<file path="src/hw/rtl/sfdn_pkg.sv">
package sfdn_pkg;

	// Line depth is a power of two; pointer arithmetic wraps in ADDR_BITS.
	localparam int LINE_DEPTH  = 4096;
	localparam int SAMPLE_BITS = 16;
	localparam int ADDR_BITS   = $clog2(LINE_DEPTH);

	localparam int NUM_LINES  = 4;
	localparam int LINE_BITS  = 2;
	localparam int IO_BITS    = 16;
	localparam int GAIN_BITS  = 16;
	localparam int DELAY_BITS = 12;
	localparam int WORK_BITS  = ((SAMPLE_BITS > IO_BITS) ? SAMPLE_BITS : IO_BITS) + 2;
	localparam int MIX_BITS   = WORK_BITS + 2;
	localparam int PROD_BITS  = GAIN_BITS + 1 + WORK_BITS;

	localparam int MUL_STEPS = 14;
	localparam int STEP_BITS = 4;

	localparam int CFG_INDEX_BITS = 3;
	localparam int CFG_DATA_BITS  = 16;

	localparam logic [GAIN_BITS-1:0] GAIN_UNITY = GAIN_BITS'(32768);

	localparam logic [CFG_INDEX_BITS-1:0] REG_LIVENESS_GAIN  = 3'd0;
	localparam logic [CFG_INDEX_BITS-1:0] REG_SMOOTHING_COEF = 3'd1;
	localparam logic [CFG_INDEX_BITS-1:0] REG_DAMPING_MIX    = 3'd2;
	localparam logic [CFG_INDEX_BITS-1:0] REG_WET_LEVEL      = 3'd3;
	localparam logic [CFG_INDEX_BITS-1:0] REG_TAP_DELAY_A    = 3'd4;
	localparam logic [CFG_INDEX_BITS-1:0] REG_TAP_DELAY_B    = 3'd5;
	localparam logic [CFG_INDEX_BITS-1:0] REG_TAP_DELAY_C    = 3'd6;
	localparam logic [CFG_INDEX_BITS-1:0] REG_TAP_DELAY_D    = 3'd7;

	typedef struct packed {
		logic signed [IO_BITS-1:0] right_in;
		logic signed [IO_BITS-1:0] left_in;
	} in_item_t;

	typedef struct packed {
		logic signed [IO_BITS-1:0] right_out;
		logic signed [IO_BITS-1:0] left_out;
	} out_item_t;

	typedef enum logic [1:0] {
		OP_SMOOTH,
		OP_DAMP,
		OP_LIVE,
		OP_WET
	} mul_op_t;

	typedef enum logic [2:0] {
		ST_IDLE,
		ST_LOAD,
		ST_MUL,
		ST_MIX,
		ST_DONE
	} ctrl_state_t;

	typedef struct packed {
		logic                 rd_en;
		logic                 load_tap;
		logic                 mul_en;
		mul_op_t              mul_op;
		logic [LINE_BITS-1:0] mul_line;
		logic                 wr_en;
		logic                 out_load;
	} dp_cmd_t;

	function automatic logic [GAIN_BITS-1:0] clamp_gain(input logic [GAIN_BITS-1:0] g);
		return (g > GAIN_UNITY) ? GAIN_UNITY : g;
	endfunction

	function automatic logic signed [SAMPLE_BITS-1:0] sat_sample(
		input logic signed [MIX_BITS-1:0] x);
		logic signed [MIX_BITS-1:0] hi;
		logic signed [MIX_BITS-1:0] lo;
		hi = MIX_BITS'((1 << (SAMPLE_BITS - 1)) - 1);
		lo = -hi - MIX_BITS'(1);
		if (x > hi) begin
			return hi[SAMPLE_BITS-1:0];
		end else if (x < lo) begin
			return lo[SAMPLE_BITS-1:0];
		end
		return x[SAMPLE_BITS-1:0];
	endfunction

	function automatic logic signed [IO_BITS-1:0] sat_io(input logic signed [MIX_BITS-1:0] x);
		logic signed [MIX_BITS-1:0] hi;
		logic signed [MIX_BITS-1:0] lo;
		hi = MIX_BITS'((1 << (IO_BITS - 1)) - 1);
		lo = -hi - MIX_BITS'(1);
		if (x > hi) begin
			return hi[IO_BITS-1:0];
		end else if (x < lo) begin
			return lo[IO_BITS-1:0];
		end
		return x[IO_BITS-1:0];
	endfunction

endpackage

</file>
<file path="src/hw/rtl/sfdn_ctrl.sv">
module sfdn_ctrl (
	input  logic              clk,
	input  logic              arst_n,
	input  logic              in_valid,
	output logic              in_ready,
	output logic              out_valid,
	input  logic              out_ready,
	output sfdn_pkg::dp_cmd_t cmd
);

	sfdn_pkg::ctrl_state_t state_q;
	sfdn_pkg::ctrl_state_t state_d;
	logic [sfdn_pkg::STEP_BITS-1:0] step_q;
	logic out_full_q;

	always_ff @(posedge clk or negedge arst_n) begin
		if (!arst_n) begin
			state_q    <= sfdn_pkg::ST_IDLE;
			step_q     <= '0;
			out_full_q <= 1'b0;
		end else begin
			state_q <= state_d;
			if (state_q == sfdn_pkg::ST_MUL) begin
				step_q <= step_q + sfdn_pkg::STEP_BITS'(1);
			end else begin
				step_q <= '0;
			end
			if (cmd.out_load) begin
				out_full_q <= 1'b1;
			end else if (out_ready) begin
				out_full_q <= 1'b0;
			end
		end
	end

	always_comb begin
		state_d  = state_q;
		cmd      = '0;
		in_ready = 1'b0;
		case (state_q)
			sfdn_pkg::ST_IDLE: begin
				in_ready = 1'b1;
				if (in_valid) begin
					cmd.rd_en = 1'b1;
					state_d   = sfdn_pkg::ST_LOAD;
				end
			end
			sfdn_pkg::ST_LOAD: begin
				cmd.load_tap = 1'b1;
				state_d      = sfdn_pkg::ST_MUL;
			end
			sfdn_pkg::ST_MUL: begin
				cmd.mul_en   = 1'b1;
				cmd.mul_op   = sfdn_pkg::mul_op_t'(step_q[3:2]);
				cmd.mul_line = step_q[1:0];
				if (step_q == sfdn_pkg::STEP_BITS'(sfdn_pkg::MUL_STEPS - 1)) begin
					state_d = sfdn_pkg::ST_MIX;
				end
			end
			sfdn_pkg::ST_MIX: begin
				cmd.wr_en = 1'b1;
				state_d   = sfdn_pkg::ST_DONE;
			end
			sfdn_pkg::ST_DONE: begin
				if (!out_full_q || out_ready) begin
					cmd.out_load = 1'b1;
					state_d      = sfdn_pkg::ST_IDLE;
				end
			end
			default: begin
				state_d = sfdn_pkg::ST_IDLE;
			end
		endcase
	end

	assign out_valid = out_full_q;

endmodule

</file>
<file path="config.mk">
export PLATFORM = sky130hd
export DESIGN_NAME = sfdn_ctrl
export DESIGN_NICKNAME = d
export VERILOG_FILES = /design/src/hw/rtl/sfdn_pkg.sv /design/src/hw/rtl/sfdn_ctrl.sv
export SDC_FILE = /design/constraint.sdc
export NUM_CORES = 1
export LEC_CHECK = 0
export ABC_AREA = 1
export BUFFER_PORTS_ARGS = -buffer_cell sky130_fd_sc_hd__buf_2
export CAP_MARGIN = 30
export CORE_AREA = 2 2 39 41
export DETAILED_ROUTE_END_ITERATION = 8
export DIE_AREA = 0 0 41 43
export GPL_TIMING_DRIVEN = 0
export PLACE_DENSITY = 0.56
export RECOVER_POWER = 100
export SYNTH_ARGS = -nofsm -noshare
export SYNTH_HDL_FRONTEND = slang
export SYNTH_SLANG_ARGS = --single-unit
</file>
<file path="constraint.sdc">
create_clock -name clk -period 1.5 [get_ports clk]
set_input_delay 0.225 -clock clk [delete_from_list [all_inputs] [get_ports clk]]
set_output_delay 0.225 -clock clk [all_outputs]
set_load 0.05 [all_outputs]
</file>
---- After elaboration in Yosys (flattened, before gate mapping) ----
Cells that the tools add are included.
storage, ports and cells
  register bits after elaboration ......... 8
  bits in latches ......................... 0
  bits in writable memories ............... 0
  bits in read-only memories .............. 0
  input port bits ......................... 4
  output and inout port bits .............. 11
  logic and storage cells ................. 32
  memories ................................ 0
operators by class
  add/subtract/negate cells ............... 1
  multiply operators ...................... 0
  divide/modulo/power cells ............... 0
  magnitude comparators ................... 0
  equality and inequality tests ........... 8
  shifts and indexed selects .............. 0
  multiplexer cells ....................... 15
  bitwise gates (word level) .............. 0
  reductions and logical operators ........ 5
operators with widths
  kind                   count
  $pmux W3 S5            1
  $mux W1                9
  $mux W3                3
  $eq A3 B2 Y1 const B   2
  $mux W5                1
  $add A4 B1 Y4 const B  1
  $eq A4 B4 Y1 const B   1
  $mux W4                1
  $ne A2 B2 Y1 const B   2
  $eq A3 B1 Y1 const B   1
  $eq A3 B3 Y1 const B   1
  $logic_not A3 Y1       1
  $reduce_and A3 Y1      1
  $ne A2 B1 Y1 const B   1
  $reduce_bool A2 Y1     1
  $logic_not A1 Y1       1
  $logic_or A1 B1 Y1     1

---- Logic depth before layout (Yosys ltp) ----
Gate-level depths: netlist of run 1.
  word-level depth ........................ 5
  mapped depth ............................ 6
  mapped depth without buffers ............ 6

---- Worst setup path before layout of run 1 ----
Ideal clock, no wire load.
  path type ............................... register to output
  start ................................... register state_q[0]
  end ..................................... output cmd[8] (netlist bit)
  data arrival time ....................... 1680 ps
  data required time ...................... 1275 ps
  slack ................................... -405 ps
  stages on the path, launching flop included .. 4
  buffers on the path ..................... 0
  cells stage by stage .................... dfrtp_1 > nor2_4 > inv_1 > nor3_1
RTL lines
  item                    line             source
  start, declared         sfdn_ctrl.sv:11  sfdn_pkg::ctrl_state_t state_q;
  start signal, assigned  sfdn_ctrl.sv:18  state_q <= sfdn_pkg::ST_IDLE;
  start signal, assigned  sfdn_ctrl.sv:22  state_q <= state_d;
  end, declared           sfdn_ctrl.sv:8   output sfdn_pkg::dp_cmd_t cmd

==> impl_metrics.toml, run 1 <==
[yosys]
synth_fp_nets = 59
syn_area_um2 = 443
synth_top_area_cell = "dfrtp_1"
synth_cells = 53
yosysTopAreaCellShare = 0.452
synth-seq-cells = 8
ys_types = 16
ys.warnings.count = 0
yosysSeqAreaShare = 0.452
syn-mean-instance-area_um2 = 8.36
synth.area.top_cells = "dfrtp_1 45%, nor2_1 12%, inv_1 7.6%"

[grt]
overflow = 0
grt_max_degree = 10
grt.total_usage = 0.119
grt_pass1_wl_um = 1360
grt_pass1_vias = 334
grt_antenna_before_repair = 0

[final_layout]
final_common_cell = "buf_6"
n_fill_cell = 137
final_core_util = 0.481
fin_nets = 81
layout_common_cells = "9 x buf_6, 8 x inv_1, 8 x dfrtp_1, 7 x nor2_1"
drive_above_1_share = 0.466
fin_cells = 89
area_delta_synth_final_pct = 50.3
multiInputGateArea_um2 = 211
stdcell_area_um2 = 666
regArea_um2 = 200
antenna_cells = 0

[outcome]
status = "finished, violations left"
violations = "setup timing"

[worst_setup_path]
slowest_delay_ns = 0.43
worstSetupPathType = "reg2out"
startpoint_type = "flop"
crit_buf_inv = 1
cp_max_fo = 8
path_cells = "nor2_4 > nand2_4 > nor2_2 > buf_6"
endpoint_kind = "output port"
required_ns = 1.27
cp_top_family = "flip-flops"
cpMaxStageDelayCell = "dfrtp_1"
worstPathArrival_ns = 1.28

[run]
cap_violations = 0

[sta]
relSlewSlack = 0.705
period_minus_slack_ns = 1.51
drv_slew = 0
setup_viol = 2
finClkSkew_ns = 0.00207
clock.fmax_ghz = 0.664
min_period_over_period = 1.00
finalHoldViolCount = 0
rsz0062_at_grt = "true"
worst_pin_slew_ns = 0.442
final.setup.worst_slack_ns = -0.00716

[clocking]
numCtsBuffers = 3
cts_root_buf = "clkbuf_4"
clock_sinks = 8
htree_levels = 1
clock_latency_ns = 0.25
clkTransAtPathRegs_ns = 0.06
cts_tree = "built"
clk_path_buf_depth = 2

[detailed_routing]
num_vias = 392
antenna_left = 0
drc = 0
vias_per_cell = 4.40
drt-pass1-iter-count = 4
wirelength_um = 827
drt_iter0_markers = 1
wire_per_inst_um = 9.29

[place]
place_ws_ns = 0.205
hpwl_um = 575
portBuffers = 14
place_area_um2 = 543
gp_congestion = 0.654
dp.cells = 83

[pwr]
p_leak_uw = 0.000321
power.density_nw_per_um2 = 2200
ir_worst_vdd_mv = 1.04

[floorplanning]
die_x_um = 41
ios = 15
start_util = 0.320
fp.coreArea_um2 = 1380
rows = 14
fp.dieH_um = 43
die-area_um2 = 1760

[hold_path]
hold_class = "in2reg"
[per-layer routing]
metal,wire length (um),track usage
met1,365,0.134
met4,0,0.0200
met2,394,0.175
met5,0,0
met3,66,0.0942
[timing repair]
action | 4_1_cts | 5_1_grt
endpoints found under the hold margin | 8 | 0
hold buffers | 1 | 0
buffers inserted | 0 | 2
cloned | 0 | 0
resized for setup | 11 | 16
setup endpoints to repair | 9 | 10
pin swaps | 0 | 2
[kinds of logic (layout without fill, tap and decap cells)]
kind of cell    count (synthesis)  count (layout)  share of synthesized area
flops                           8               8                      0.452
compound gates                  5               5                     0.0734
fa+ha+maj                       2               2                     0.0565
simple gates                   25              25                      0.266
xor+xnor                        1               1                     0.0198
buf+inv                        12              32                      0.133
[Yosys cell counts]
cell,count
dfrtp_1,8
nand2_4,1
ha_1,2
nand2_1,2
nor2_4,1
buf_4,1
o21ai_0,3
clkbuf_8,1
inv_1,9
nand3_1,6
a21oi_2,1
xnor2_1,1
inv_2,1
nor2_1,14
nor3_1,1
o21ai_2,1
[sequential cells by signal, indices dropped and copies added (netlist names)]
register / cells
state_q: 3
out_valid: 1
step_q: 4
[report_power, final]
part	switching (uW)	internal, uW	leakage, uW
clock network	76.9	91.8	0.0000138
logic	628	332	0.000200
registers	57.9	280	0.000107
total	763	704	0.000321
[worst reg2reg max path, delay by kind of cell (launching register included)]
family / cells / cell delay, ns
and+or+nand+nor: 3 / 0.40
DFF: 1 / 0.43
buffers and inverters: 1 / 0.16
[through the flow]
| step | setup TNS (ns) | total power (uW) | hold slack (ns) |
|---|---|---|---|
| after floorplan | -0.0946 | 992 | -0.0706 |
| after global placement | 0 | 1130 | 0.0815 |
| after detailed placement | 0 | 1130 | 0.0793 |
| after CTS | -0.00218 | 1360 | 0.179 |
| after global routing | -0.368 | 1570 | 0.182 |
| final | -0.00750 | 1470 | 0.181 |
[final cells by class]
cell class	count	share of cell area
clock buffers	3	0.0338
multi-input cells	33	0.318
flip-flops and latches	8	0.301
well taps	16	0.0301
plain buffers	2	0.0320
repair buffers	17	0.229
inverters	10	0.0564
[path summary, 6_finish.rpt]
kind / startpoint / endpoint / slack, ns / cells after the start
worst min register to register: step_q[0] / step_q[0] / 0.52 / 1
max in group asynchronous: arst_n / step_q[3] / 0.77 / 2
worst min-delay path: out_ready / out_valid / 0.18 / 2
min in group asynchronous: arst_n / out_valid / 0.43 / 2
worst max register to register: state_q[2] / step_q[2] / 0.44 / 4
worst max-delay path: state_q[2] / cmd[2] / -0.007 / 4
No activity file was read; power rests on OpenSTA's default activity.
==> run 2: changes to the inputs <==
--- a/config.mk
+++ b/config.mk
@@ -12,7 +12,7 @@
 export DETAILED_ROUTE_END_ITERATION = 8
 export DIE_AREA = 0 0 41 43
 export GPL_TIMING_DRIVEN = 0
-export PLACE_DENSITY = 0.56
+export PLACE_DENSITY = 0.55
 export RECOVER_POWER = 100
 export SYNTH_ARGS = -nofsm -noshare
 export SYNTH_HDL_FRONTEND = slang
==> constraint.sdc (replaced) <==
create_clock -name clk -period 1.5 [get_ports clk]
set_input_delay 0.075 -clock clk [delete_from_list [all_inputs] [get_ports clk]]
set_output_delay 0.075 -clock clk [all_outputs]
set_load 0.05 [all_outputs]
==> run 2 against run 1 <==
Combinational power down 19%. Register-to-register slack better by 0.05 ns. Cell count down 2.2%. Non-clock buffer count down 2. Die area unchanged. Clock power down 4%. Critical path depth unchanged. The flow now finishes without violations. Sequential share of layout area up 5.2 points. First-iteration DRC count rose to 8.0 times the previous value. Hold slack worse by 0.15 ns. Sequential cell count unchanged. Utilization down 7.1 points.
==> impl_metrics.toml, run 2 (synthesized netlist as in run 1, its figures left out) <==
[floorplanning]
start_util = 0.320
rows = 14
fp.dieH_um = 43
fp.coreArea_um2 = 1380
ios = 15
die-area_um2 = 1760
die_x_um = 41

[place]
gp_congestion = 0.667
place_ws_ns = 0.369
portBuffers = 14
hpwl_um = 596
place_area_um2 = 538

[final_layout]
area_delta_synth_final_pct = 28.2
fin_nets = 79
multiInputGateArea_um2 = 189
layout_common_cells = "14 x nor2_1, 9 x inv_1, 8 x dfrtp_1, 7 x clkbuf_2, 6 x nand3_1"
n_fill_cell = 147
top_register = "step_q"
drive_above_1_share = 0.324
final_core_util = 0.410
regArea_um2 = 200
stdcell_area_um2 = 568
final_common_cell = "nor2_1"
largest_register_ffs = 4
antenna_cells = 0

[sta]
min_period_over_period = 0.929
drv_slew = 0
clock.fmax_ghz = 0.718
setup_viol = 0
relSlewSlack = 0.610
finClkSkew_ns = 0.000892
period_minus_slack_ns = 1.39
finalHoldViolCount = 0
rsz0062_at_grt = "false"
final.setup.worst_slack_ns = 0.107
timing.setup.tns_ns = 0
worst_pin_slew_ns = 0.588

[worst_setup_path]
path_cells = "nor2_4 > inv_1 > nor3_2 > clkbuf_2"
startpoint_type = "flop"
endpoint_kind = "output port"
cp_max_fo = 4
crit_buf_inv = 2
cp_top_family = "flip-flops"
worstSetupPathType = "reg2out"
cpMaxStageDelayCell = "dfrtp_1"
r2r_setup_slack_ns = 0.49
required_ns = 1.42
cp.depth = 4
r2r_end = "state_q[0]"
reg2regPathDepth = 5
slowest_delay_ns = 0.42
r2r-start = "state_q[1]"
worstPathArrival_ns = 1.32

[clocking]
clock_latency_ns = 0.25
postCtsSetupBuffers = 0
htree_levels = 1
cts_tree = "built"
numCtsBuffers = 3
cts_root_buf = "clkbuf_4"
ctsResizeCount = 0
hold_buffers = 1
clk_path_buf_depth = 2
clkTransAtPathRegs_ns = 0.05
clock_sinks = 8

[grt]
grt_pass1_vias = 314
overflow = 0
grt_pass1_wl_um = 1240
grt_antenna_before_repair = 0
grt_max_degree = 10
grt.total_usage = 0.107

[outcome]
status = "finished clean"

[detailed_routing]
antenna_left = 0
vias_per_cell = 4.40
drt-pass1-iter-count = 2
drt_iter0_markers = 8
wirelength_um = 766
drc = 0
num_vias = 383
wire_per_inst_um = 8.80

[pwr]
power.density_nw_per_um2 = 2240
p_sw_frac = 0.548
p_leak_uw = 0.000297
pwr-share-clk = 0.127
seqPwrFrac = 0.263
intPower_uw = 575
switchingPower_uw = 697
ir_worst_vdd_mv = 0.921
p_comb_frac = 0.609

[hold_path]
hold_class = "in2reg"
min_from = "out_ready"
whs_endpoint = "out_valid"
hold_depth = 2

[run]
cap_violations = 0
==> run 2: worst max-delay path by stage <==
| stage | start | endpoint | slack, ns |
|---|---|---|---|
| 4_1_cts | state_q[1] | cmd[0] | 0.09 |
| 5_1_grt | state_q[2] | cmd[1] | 0.008 |
| 6_report | state_q[2] | cmd[8] | 0.11 |
| 2_1_floorplan | out_valid | cmd[0] | 0.04 |
| 3_5_place_dp | state_q[1] | cmd[0] | 0.37 |
| 3_3_place_gp | state_q[1] | cmd[0] | 0.37 |
==> run 2: metrics by stage <==
step | power (uW) | instances | hold slack, ns
final | 1270 | 87 | 0.0360
after global routing | 1380 | 87 | 0.0352
after CTS | 1290 | 87 | 0.0327
after detailed placement | 1120 | 83 | -0.0705
after floorplan | 980 | 53 | -0.221
after global placement | 1110 | 83 | -0.0685
==> run 2: metal layers <==
metal  wire length [um]  global-route usage
met5                  0                   0
met2                361               0.163
met4                  0              0.0200
met3                 73              0.0785
met1                330               0.117
==> run 2: layout make-up <==
type | instances | area share
plain buffers | 2 | 0.0374
clock buffers | 3 | 0.0396
inverters | 10 | 0.0661
multi-input cells | 33 | 0.333
flip-flops and latches | 8 | 0.352
well taps | 16 | 0.0352
repair buffers | 15 | 0.137
==> run 2: power by group through the flow <==
stage | registers, uW | logic [uW] | clock network, uW
5_1_grt | 345 | 849 | 181
6_report | 335 | 775 | 162
4_1_cts | 336 | 789 | 170
3_5_place_dp | 340 | 783 | 0
2_1_floorplan | 372 | 609 | 0
3_3_place_gp | 337 | 778 | 0
